<file path="config.mk">
export PLATFORM = sky130hd
export DESIGN_NAME = sector_lru_cache_directory_unit
export DESIGN_NICKNAME = d
export VERILOG_FILES = /design/src/rtl/core/slcd_pkg.sv /design/src/rtl/core/sector_lru_cache_directory_unit.sv
export SDC_FILE = /design/constraint.sdc
export NUM_CORES = 2
export LEC_CHECK = 0
export BUFFER_PORTS_ARGS = -buffer_cell sky130_fd_sc_hd__buf_4
export CAP_MARGIN = 20
export CORE_UTILIZATION = 38
export CTS_CLUSTER_SIZE = 40
export DETAILED_ROUTE_END_ITERATION = 7
export PLACE_DENSITY = 0.56
export SLEW_MARGIN = 20
export SYNTH_ARGS = -nofsm -noshare
export SYNTH_HDL_FRONTEND = slang
export SYNTH_MEMORY_MAX_BITS = 65536
export SYNTH_SLANG_ARGS = --single-unit
</file>
<file path="constraint.sdc">
create_clock -name clk -period 5.6 [get_ports clk]
set_input_delay 0.56 -clock clk [delete_from_list [all_inputs] [get_ports clk]]
set_output_delay 0.56 -clock clk [all_outputs]
set_load 0.01 [all_outputs]
</file>
<file path="src/rtl/core/slcd_pkg.sv">
package slcd_pkg;

  localparam int ENTRIES   = 64;
  localparam int MAX_COUNT = 8;
  localparam int IDX_W     = $clog2(ENTRIES);
  localparam int CNT_W     = $clog2(ENTRIES + 1);

  localparam logic [1:0] MODE_READ   = 2'd0;
  localparam logic [1:0] MODE_COMMIT = 2'd1;
  localparam logic [1:0] MODE_INVAL  = 2'd2;
  localparam logic [1:0] MODE_RSVD   = 2'd3;

  // one directory entry as held in the tag memory
  typedef struct packed {
    logic [1:0]  drive;
    logic [31:0] sector;
    logic [31:0] stamp;
  } entry_t;

endpackage

</file>
<file path="src/rtl/core/sector_lru_cache_directory_unit.sv">
// Channel  | Direction | Ports                                   | Beat
// input    | in        | in_valid in_stall in_mode in_drive      | one request
//          |           | in_lba in_count in_read_gen             |
// result   | out       | out_valid out_stall out_ok out_slot     | one sector or status
//          |           | out_generation out_last                 |
// One request at a time. A single entry scan unit reads one tag memory entry per cycle;
// a read scans once per sector to check residency, then once more per sector to stamp;
// a commit scans once per sector, with a victim search on a miss; an invalidate makes one
// scan pass; rejects go straight to the result beat.
// Synchronous active-low reset clears valid bits, stamp clock and generation at once.
// in_stall is high while a request is in flight; out_stall holds the result register.
module sector_lru_cache_directory_unit (
  input  logic        clk,
  input  logic        rst_n,
  input  logic        in_valid,
  output logic        in_stall,
  input  logic [1:0]  in_mode,
  input  logic [1:0]  in_drive,
  input  logic [31:0] in_lba,
  input  logic [7:0]  in_count,
  input  logic [31:0] in_read_gen,
  output logic        out_valid,
  input  logic        out_stall,
  output logic        out_ok,
  output logic [5:0]  out_slot,
  output logic [31:0] out_generation,
  output logic        out_last
);

  localparam int IW = slcd_pkg::IDX_W;
  localparam int CW = slcd_pkg::CNT_W;

  typedef enum logic [8:0] {
    ST_IDLE  = 9'b000000001,
    ST_CHECK = 9'b000000010,
    ST_SCAN  = 9'b000000100,
    ST_DEC   = 9'b000001000,
    ST_VICT  = 9'b000010000,
    ST_WRITE = 9'b000100000,
    ST_INVAL = 9'b001000000,
    ST_EMIT  = 9'b010000000,
    ST_WAIT  = 9'b100000000
  } state_t;

  state_t state_r, state_nxt;

  // tag memory and valid bits
  slcd_pkg::entry_t mem [slcd_pkg::ENTRIES];
  logic [slcd_pkg::ENTRIES-1:0] valid_r;
  slcd_pkg::entry_t rd_q;

  logic [1:0]  mode_r;
  logic [1:0]  drive_r;
  logic [31:0] lba_r;
  logic [7:0]  count_r;
  logic [7:0]  sec_r;          // sector offset being worked
  logic        phase_r;        // read: 0 = residency check, 1 = stamp pass
  logic [CW-1:0] scan_r;       // address issued this cycle (may equal ENTRIES at end)
  logic          rd_v_r;       // rd_q holds entry at rd_idx_r
  logic [IW-1:0] rd_idx_r;
  logic          hit_r;
  logic [IW-1:0] hit_idx_r;
  logic          free_r;
  logic [IW-1:0] free_idx_r;
  logic [IW-1:0] lru_idx_r;
  logic [31:0]   lru_stamp_r;
  logic [IW-1:0] tgt_r;
  logic [31:0]   clock_r, gen_r;

  logic        ov_r, ook_r, olast_r;
  logic [5:0]  oslot_r;

  logic [31:0] sec_addr;
  assign sec_addr = lba_r + 32'(sec_r);

  logic [IW-1:0] scan_idx;
  assign scan_idx = scan_r[IW-1:0];
  logic scan_end;
  assign scan_end = (scan_r == CW'(slcd_pkg::ENTRIES));

  // a read is issued in every scanning state until the end address
  logic scan_issue;
  assign scan_issue = (state_r inside {ST_SCAN, ST_VICT, ST_INVAL}) && !scan_end;

  // compare unit over the registered read
  logic rd_valid_bit, rd_match, rd_in_range;
  assign rd_valid_bit = valid_r[rd_idx_r];
  assign rd_match     = rd_valid_bit && rd_q.drive == drive_r && rd_q.sector == sec_addr;
  assign rd_in_range  = rd_valid_bit && rd_q.drive == drive_r &&
                        ((rd_q.sector - lba_r) < 32'(count_r));

  assign in_stall  = (state_r != ST_IDLE);
  assign out_valid = ov_r;
  assign out_ok    = ook_r;
  assign out_slot  = oslot_r;
  assign out_generation = gen_r;
  assign out_last  = olast_r;

  logic accept_in;
  assign accept_in = in_valid && !in_stall;

  // memory read port
  always_ff @(posedge clk) begin
    if (!scan_end) rd_q <= mem[scan_idx];
  end

  // control and state
  always_ff @(posedge clk) begin
    if (!rst_n) begin
      state_r <= ST_IDLE;
      valid_r <= '0;
      clock_r <= '0;
      gen_r   <= '0;
      ov_r    <= 1'b0;
      rd_v_r  <= 1'b0;
    end else begin
      if (ov_r && !out_stall) ov_r <= 1'b0;
      rd_v_r   <= scan_issue;
      rd_idx_r <= scan_idx;
      case (state_r)
        ST_IDLE: begin
          if (accept_in) begin
            mode_r  <= in_mode;
            drive_r <= in_drive;
            lba_r   <= in_lba;
            count_r <= in_count;
            sec_r   <= '0;
            phase_r <= 1'b0;
            scan_r  <= '0;
            hit_r   <= 1'b0;
            free_r  <= 1'b0;
            lru_idx_r <= '0;
            if (in_count == 8'd0 || in_mode == slcd_pkg::MODE_RSVD ||
                (in_mode != slcd_pkg::MODE_INVAL &&
                 in_count > 8'(slcd_pkg::MAX_COUNT)) ||
                (in_mode == slcd_pkg::MODE_COMMIT && in_read_gen != gen_r)) begin
              ook_r <= 1'b0; oslot_r <= '0; olast_r <= 1'b1;
              state_r <= ST_EMIT;
            end else if (in_mode == slcd_pkg::MODE_INVAL) begin
              gen_r   <= gen_r + 32'd1;
              state_r <= ST_INVAL;
            end else begin
              state_r <= ST_SCAN;
            end
          end
        end
        // tag match scan: one entry a cycle
        ST_SCAN: begin
          if (!scan_end) begin
            scan_r <= scan_r + CW'(1);
          end
          if (rd_v_r && rd_match && !hit_r) begin
            hit_r <= 1'b1; hit_idx_r <= rd_idx_r;
          end
          if (scan_end && !rd_v_r) state_r <= ST_DEC;
        end
        ST_DEC: begin
          scan_r <= '0;
          if (mode_r == slcd_pkg::MODE_READ && !hit_r) begin
            ook_r <= 1'b0; oslot_r <= '0; olast_r <= 1'b1;
            state_r <= ST_EMIT;
          end else if (mode_r == slcd_pkg::MODE_READ && !phase_r) begin
            hit_r <= 1'b0;
            if (sec_r + 8'd1 == count_r) begin
              sec_r <= '0; phase_r <= 1'b1;
            end else begin
              sec_r <= sec_r + 8'd1;
            end
            state_r <= ST_SCAN;
          end else if (hit_r) begin
            tgt_r <= hit_idx_r;
            state_r <= ST_WRITE;
          end else begin
            free_r <= 1'b0;
            lru_idx_r <= '0;
            state_r <= ST_VICT;
          end
        end
        // victim search: first free, else lowest stamp
        ST_VICT: begin
          if (!scan_end) begin
            scan_r <= scan_r + CW'(1);
          end
          if (rd_v_r && !free_r) begin
            if (!rd_valid_bit) begin
              free_r <= 1'b1; free_idx_r <= rd_idx_r;
            end else if (rd_idx_r == '0 || rd_q.stamp < lru_stamp_r) begin
              lru_idx_r <= rd_idx_r; lru_stamp_r <= rd_q.stamp;
            end
          end
          if (scan_end && !rd_v_r) begin
            tgt_r <= free_r ? free_idx_r : lru_idx_r;
            valid_r[free_r ? free_idx_r : lru_idx_r] <= 1'b1;
            state_r <= ST_WRITE;
          end
        end
        ST_WRITE: begin
          clock_r <= clock_r + 32'd1;
          ook_r   <= 1'b1;
          oslot_r <= 6'(tgt_r);
          olast_r <= (sec_r + 8'd1 == count_r);
          state_r <= ST_EMIT;
        end
        ST_INVAL: begin
          if (!scan_end) begin
            scan_r <= scan_r + CW'(1);
          end
          if (rd_v_r && rd_in_range) valid_r[rd_idx_r] <= 1'b0;
          if (scan_end && !rd_v_r) begin
            ook_r <= 1'b1; oslot_r <= '0; olast_r <= 1'b1;
            state_r <= ST_EMIT;
          end
        end
        ST_EMIT: begin
          if (!ov_r || !out_stall) begin
            ov_r <= 1'b1;
            state_r <= ST_WAIT;
          end
        end
        ST_WAIT: begin
          if (!out_stall) begin
            if (olast_r) begin
              state_r <= ST_IDLE;
            end else begin
              sec_r  <= sec_r + 8'd1;
              scan_r <= '0;
              hit_r  <= 1'b0;
              state_r <= ST_SCAN;
            end
          end
        end
        default: state_r <= ST_IDLE;
      endcase
    end
  end

  // tag memory write: the entry that the write step stamps
  always_ff @(posedge clk) begin
    if (state_r == ST_WRITE) begin
      mem[tgt_r] <= '{drive: drive_r, sector: sec_addr, stamp: clock_r + 32'd1};
    end
  end

  // results never overlap: a new one is loaded only once the previous beat left
  a_no_overwrite: assert property (@(posedge clk) disable iff (!rst_n)
    (ov_r && out_stall) |=> ov_r && $stable(oslot_r) && $stable(olast_r))
    else $error("result overwritten while stalled");
  // block is busy whenever a result is pending
  a_busy_out: assert property (@(posedge clk) disable iff (!rst_n)
    ov_r |-> in_stall)
    else $error("input taken while result pending");
  // generation changes only by an invalidate, by one
  a_gen_step: assert property (@(posedge clk) disable iff (!rst_n)
    (gen_r != $past(gen_r)) |-> (gen_r == $past(gen_r) + 32'd1) &&
      (state_r == ST_INVAL))
    else $error("generation step wrong");

endmodule

</file>
* Word-level counts from Yosys, hierarchy flattened
Memory sizes are Yosys's and may differ from the RTL's. A register that Yosys moved wholly into a read port is not among the register bits. Index checks and enable logic that the tools add are counted.
Word-level totals: bits in writable memories 4224, output and inout bits 42, bits in registers 271, logic and storage cells 226, memories 1, input bits 80
Memory list:
- mem | words 64, bits a word 66, read ports 1, clocked after Yosys merged registers in 1, write ports 1, RTL line sector_lru_cache_directory_unit.sv:48 | slcd_pkg::entry_t mem [slcd_pkg::ENTRIES];
Cells by class: reductions and logical operators 59, $add $sub $neg 6, magnitude comparators 7, equality and inequality tests 40, muxes and demuxes 84, bitwise operators 5
Operator list (number):
- $mux 64 | 2
- $pmux 64 s2 | 1
- $mux 6 | 18
- $pmux 9 s8 | 1
- $add 32x1->32 const B | 2
- $and 64x64->64 | 1
- $mux 8 | 8
- $not 64->64 | 1
- $or 64x64->64 | 1
- $mux 9 | 6
- $mux 7 | 5
- $add 32x8->32 | 1
- $eq 32x32->1 | 1
- $lt 32x32->1 | 1
- $lt 32x8->1 | 1
- $ne 2x2->1 const B | 16
- $ne 32x32->1 | 1
- $sub 32x32->32 | 1
- $reduce_and 6->1 | 5
- $mux 1 | 29
- $pmux 7 s4 | 1
- $pmux 6 s4 | 1
- $pmux 8 s3 | 1
- $pmux 6 s3 | 1
- other kinds (44) | 95

* Logic depth before layout (Yosys ltp)
depth in word-level cells 8, gate-level depth with buffers 18

* Least setup slack after synthesis
OpenSTA, ideal clock, no wires.
path kind register -> register, start point register sec_r[5], end point register hit_idx_r[0] (enable), stages on the path, launching flop included 11, data arrival time 4.889 ns, required time 5.250 ns, setup slack 0.361 ns, clock period less this slack 5.239 ns, path buffers 0, cells stage by stage edfxtp_1 ha_1 o21ai_0 or3_1 o22ai_2 nand3_1 xnor2_1 xnor2_1 o2111ai_1 or4b_1 nor2_1
Between the ends: word-level cells in the longest chain between the ends 6
Ends and longest elaborated chain:
- start, declared | RTL line sector_lru_cache_directory_unit.sv:56 | logic [7:0] sec_r;
- start signal, assigned | RTL line sector_lru_cache_directory_unit.sv:167 | sec_r <= sec_r + 8'd1;
- start signal, assigned | RTL line sector_lru_cache_directory_unit.sv:225 | sec_r <= sec_r + 8'd1;
- $add 32x8->32 | RTL line sector_lru_cache_directory_unit.sv:74 | assign sec_addr = lba_r + 32'(sec_r);
- via sec_addr[21] | RTL line sector_lru_cache_directory_unit.sv:73 | logic [31:0] sec_addr;
- $eq 32x32->1 | RTL line sector_lru_cache_directory_unit.sv:88 | assign rd_match = rd_valid_bit && rd_q.drive == drive_r && rd_q.sector == sec_addr;
- $logic_and 1x1->1 | RTL line sector_lru_cache_directory_unit.sv:88
- $logic_and 1x1->1 (2 in a row) | RTL line sector_lru_cache_directory_unit.sv:152 | if (rd_v_r && rd_match && !hit_r) begin
- $reduce_and 3->1 (no line)
- end signal, assigned | RTL line sector_lru_cache_directory_unit.sv:153 | hit_r <= 1'b1; hit_idx_r <= rd_idx_r;
- end, declared | RTL line sector_lru_cache_directory_unit.sv:62 | logic [IW-1:0] hit_idx_r;
The timed path passes the listed nets, and every way through them passes these cells. A chain may end at the register's enable or synchronous reset.

* Worst setup path in the final report
start point register lba_r[18], end point register valid_r[0] (netlist name)
Between the ends: word-level cells in the longest chain between the ends 6
Ends and longest elaborated chain:
- start, declared | RTL line sector_lru_cache_directory_unit.sv:54 | logic [31:0] lba_r;
- start signal, assigned | RTL line sector_lru_cache_directory_unit.sv:125 | lba_r <= in_lba;
- $sub 32x32->32 | RTL line sector_lru_cache_directory_unit.sv:90 | ((rd_q.sector - lba_r) < 32'(count_r));
- $lt 32x8->1 | RTL line sector_lru_cache_directory_unit.sv:90
- $logic_and 1x1->1 | RTL line sector_lru_cache_directory_unit.sv:89 | assign rd_in_range = rd_valid_bit && rd_q.drive == drive_r &&
- $logic_and 1x1->1 | RTL line sector_lru_cache_directory_unit.sv:208 | if (rd_v_r && rd_in_range) valid_r[rd_idx_r] <= 1'b0;
- $ne 2x1->1 (no line)
- $reduce_and 3->1 (no line)
- end signal, assigned | RTL line sector_lru_cache_directory_unit.sv:111 | valid_r <= '0;
- end signal, assigned by index | RTL line sector_lru_cache_directory_unit.sv:193 | valid_r[free_r ? free_idx_r : lru_idx_r] <= 1'b1;
- end signal, assigned by index | RTL line sector_lru_cache_directory_unit.sv:208
- end, declared | RTL line sector_lru_cache_directory_unit.sv:49 | logic [slcd_pkg::ENTRIES-1:0] valid_r;
Every way passes these cells.

==> key figures <==
Status
  – Status: completed

Floorplan
  – Die height: 689 um
  – Chip Width: 689 um
  – Die area: 475000 sq um
  – Row cnt: 252
  – Core ar.: 471000 sq um
  – Initial Utilization: 38.1%
  – IO Pins: 122

Critical path
  – Top cell family by delay on the critical path: compound AO/OA/AOI/OAI gates
  – Crit path largest cell delay: 610 ps
  – Crit path depth: 12
  – Worst flop-to-flop path endpoint: valid_r[0]
  – Critical path, cell by cell: inv_1, ha_1, and4_1, nand3_1, a211oi_2, o211a_1, a211oi_1, a2111oi_0, nand4_1, nor4_4, buf_4, a41oi_1
  – Crit path launch: lba_r[18]
  – Data arrival time of the critical path: 5540 ps
  – Slowest-stage cell, CP: buf_4
  – RR Startpoint: lba_r[18]
  – CP startpoint kind: flop
  – Worst Setup End Kind: flop
  – CP Max Fanout: 64
  – Crit path capture: valid_r[0]
  – Worst reg2reg setup slack: 960 ps
  – WP data required: 6500 ps
  – WP buf/inv: 2
  – R2R cell count: 12
  – Worst setup path class: reg2reg

Global route
  – Antenna violations before repair: 17
  – GR Util All Layers: 22.6%
  – Total grt overflow: 0
  – First-pass GRT wire length: 750 mm
  – Largest net degree at the start of global routing: 115
  – Vias in the first global route: 92700

STA
  – Pins Over Slew Limit: 0
  – Final Critical Period: 4640 ps
  – Worst slew margin: 19.4%
  – Worst Max-Slew Pin Slew: 1210 ps
  – Hold slack: 259 ps
  – Fin crit share: 82.8%
  – Worst Skew: 103 ps
  – Hold Violations, Final: 0
  – RSZ-0062 raised after global routing: false
  – Final setup vio count: 0
  – Setup_tns: 0 ps
  – Max Clock Freq: 216 MHz

CTS
  – Clk_lat worst skew: 1060 ps
  – Max H-tree Level: 5
  – Clk slew on worst S/H paths: 70 ps
  – CTS tree: yes
  – Clock root cell: clkbuf_16
  – Deepest clock path buffer count: 4
  – CTS Buf Count: 454
  – CTS sink count: 4560

Power and ir drop
  – VDD IR max: 0.000343 V
  – Combinational Power Share: 21.3%
  – NetSw: 0.0250 W
  – Sw Ratio: 28.2%
  – Clock group share of total power: 33.9%
  – Leakage: 65.5 nW
  – Reg power frac: 44.8%
  – Int Pwr: 0.0637 W
  – PwrDens: 429 nW/um^2

Job
  – Max-cap violations: 0

Final layout
  – Post-route cell area: 207000 sq um
  – Most common cell after layout, fill and taps aside: edfxtp_1
  – Area Growth Syn to Fin: 15.2%
  – Most frequent cells in the layout: 4422 x edfxtp_1, 1141 x mux4_2, 457 x clkbuf_16, 376 x buf_4, 278 x mux2i_1
  – Fillcell total: 39800
  – Layout Nets: 9303
  – Layout cells sized above 1: 25.7%

Routing
  – DR WL/cell: 34.5 um
  – Post-route ant nets: 0
  – Pre-antenna DRT Iters: 5
  – Via count: 94300
  – Routed wire length: 544 mm
  – # DRC: 0
  – Vias per cell: 5.99
  – Initial DRC count: 11900

Synthesis
  – Syn Inst Count: 8597
  – Register area share after synthesis: 75.5%
  – Flops & latches, synth: 4560
  – Syn_area_per_cell: 20.9 sq um
  – Synth unique cells: 100
  – Main synth FF type: edfxtp_1
  – Net count after synthesis: 8761
  – Post-synthesis cell area: 180000 sq um
  – Async set or reset register ratio after synthesis: 0%
  – Yosys warnings: 0
  – Post-synth EDFFs: 4422

Worst hold path
  – Worst Hold Launch: in_lba[22]
  – Worst min path class: in2reg

Place
  – Placed inst area: 192000 sq um
  – PortBufs: 121
  – Routability cong.: 0.836
  – Detailed Place HPWL: 289 mm
## metrics by stage
step | power [W] | util [%] | setup WS (ps) | instances
after global routing | 0.0915 | 43.9 | 808 | 15700
after CTS | 0.0892 | 43.9 | 1040 | 15700
final | 0.0888 | 43.9 | 961 | 15700
after global placement | 0.0592 | 40.7 | 748 | 14900
after floorplan | 0.0526 | - | 361 | 8597
after detailed placement | 0.0593 | 40.7 | 1030 | 14900
## timing repair
action,in CTS,in global routing
gates resized for setup,0,0
hold buffers,47,0
setup buffers,0,0
endpoints found under the hold margin,49,0
## worst min-delay path by stage
stage	end	slack, ps	depth (start not counted)
after floorplan	lru_stamp_r[0]	420	0
after global placement	lru_stamp_r[2]	450	0
after detailed placement	lru_stamp_r[26]	450	0
after CTS	count_r[5]	180	2
after global routing	count_r[4]	240	2
final	lba_r[22]	260	2
## layer usage
layer	global-route usage [%]	vias to the layer above	wire [um]
met5	0	-	13
met4	5.46	2	14700
met3	3.58	835	45900
met2	36.8	4754	261000
met1	31.9	51500	222000
li1	-	37200	-
## logic make-up after synthesis
kind of cell | share of synthesized area [%]
fa+ha+maj | 0.594
simple gates | 2.46
xor+xnor | 0.930
flops | 75.5
mux | 15.9
buf+inv | 1.29
compound gates | 3.31
## flip-flops by register name, indices dropped and copies added, names as in the netlist, 8 cells and up
signal	count
out_generation	32
count_r	8
clock_r	32
sec_r	8
state_r	8
lru_stamp_r	32
rd_q	66
lba_r	32
mem	4224
valid_r	64
## layout make-up
| cell class | instances | area, sq um | area share [%] |
|---|---|---|---|
| well taps | 6223 | 7790 | 3.77 |
| multi-input cells | 3469 | 42800 | 20.7 |
| clock inverters | 288 | 2750 | 1.33 |
| inverters | 118 | 460 | 0.223 |
| diodes | 4 | 10.0 | 0.00484 |
| flip-flops and latches | 4560 | 136000 | 65.6 |
| repair buffers | 536 | 5560 | 2.69 |
| clock buffers | 551 | 11800 | 5.72 |
## power groups by stage
stage | Combinational (W) | Sequential, W | Clock (W)
after floorplan | 0.0123 | 0.0403 | 0
after global placement | 0.0188 | 0.0404 | 0
after detailed placement | 0.0189 | 0.0404 | 0
after CTS | 0.0190 | 0.0397 | 0.0305
after global routing | 0.0200 | 0.0398 | 0.0317
final | 0.0189 | 0.0397 | 0.0301
## cell usage after synthesis, types with 8 or more instances
master     number  area (sq um)
edfxtp_1     4422        133000
mux4_2       1141         25700
mux2i_1       278          2780
nor2_1        259           972
clkbuf_1      240           901
nand2_1       225           845
a21oi_1       178           891
dfxtp_1       138          2760
o21ai_0       138           691
inv_1         115           432
o221ai_1      109           955
buf_1         105           394
xnor2_1       104           911
o22ai_1       100           626
buf_2          92           460
a31oi_1        84           526
xor2_1         84           736
ha_1           82          1030
nand3_1        68           340
a211oi_1       58           435
nor3_1         56           280
a22oi_1        45           338
or3_1          38           238
nand4_1        37           231
and2_1         32           200
and3_1         31           194
nor2b_1        31           194
a21o_1         25           188
nand2b_1       18           113
nor4_1         17           106
a221o_1        16           160
o21a_1         14           105
nand3b_1       13          97.6
and4_1         12           105
o211ai_1       12          90.1
a221oi_1       10          87.6
a41oi_1        10          87.6
o2111ai_1       9          78.8
o311ai_0        9          78.8
or2_2           8          50.1
No activity file was read; power rests on OpenSTA's default activity.
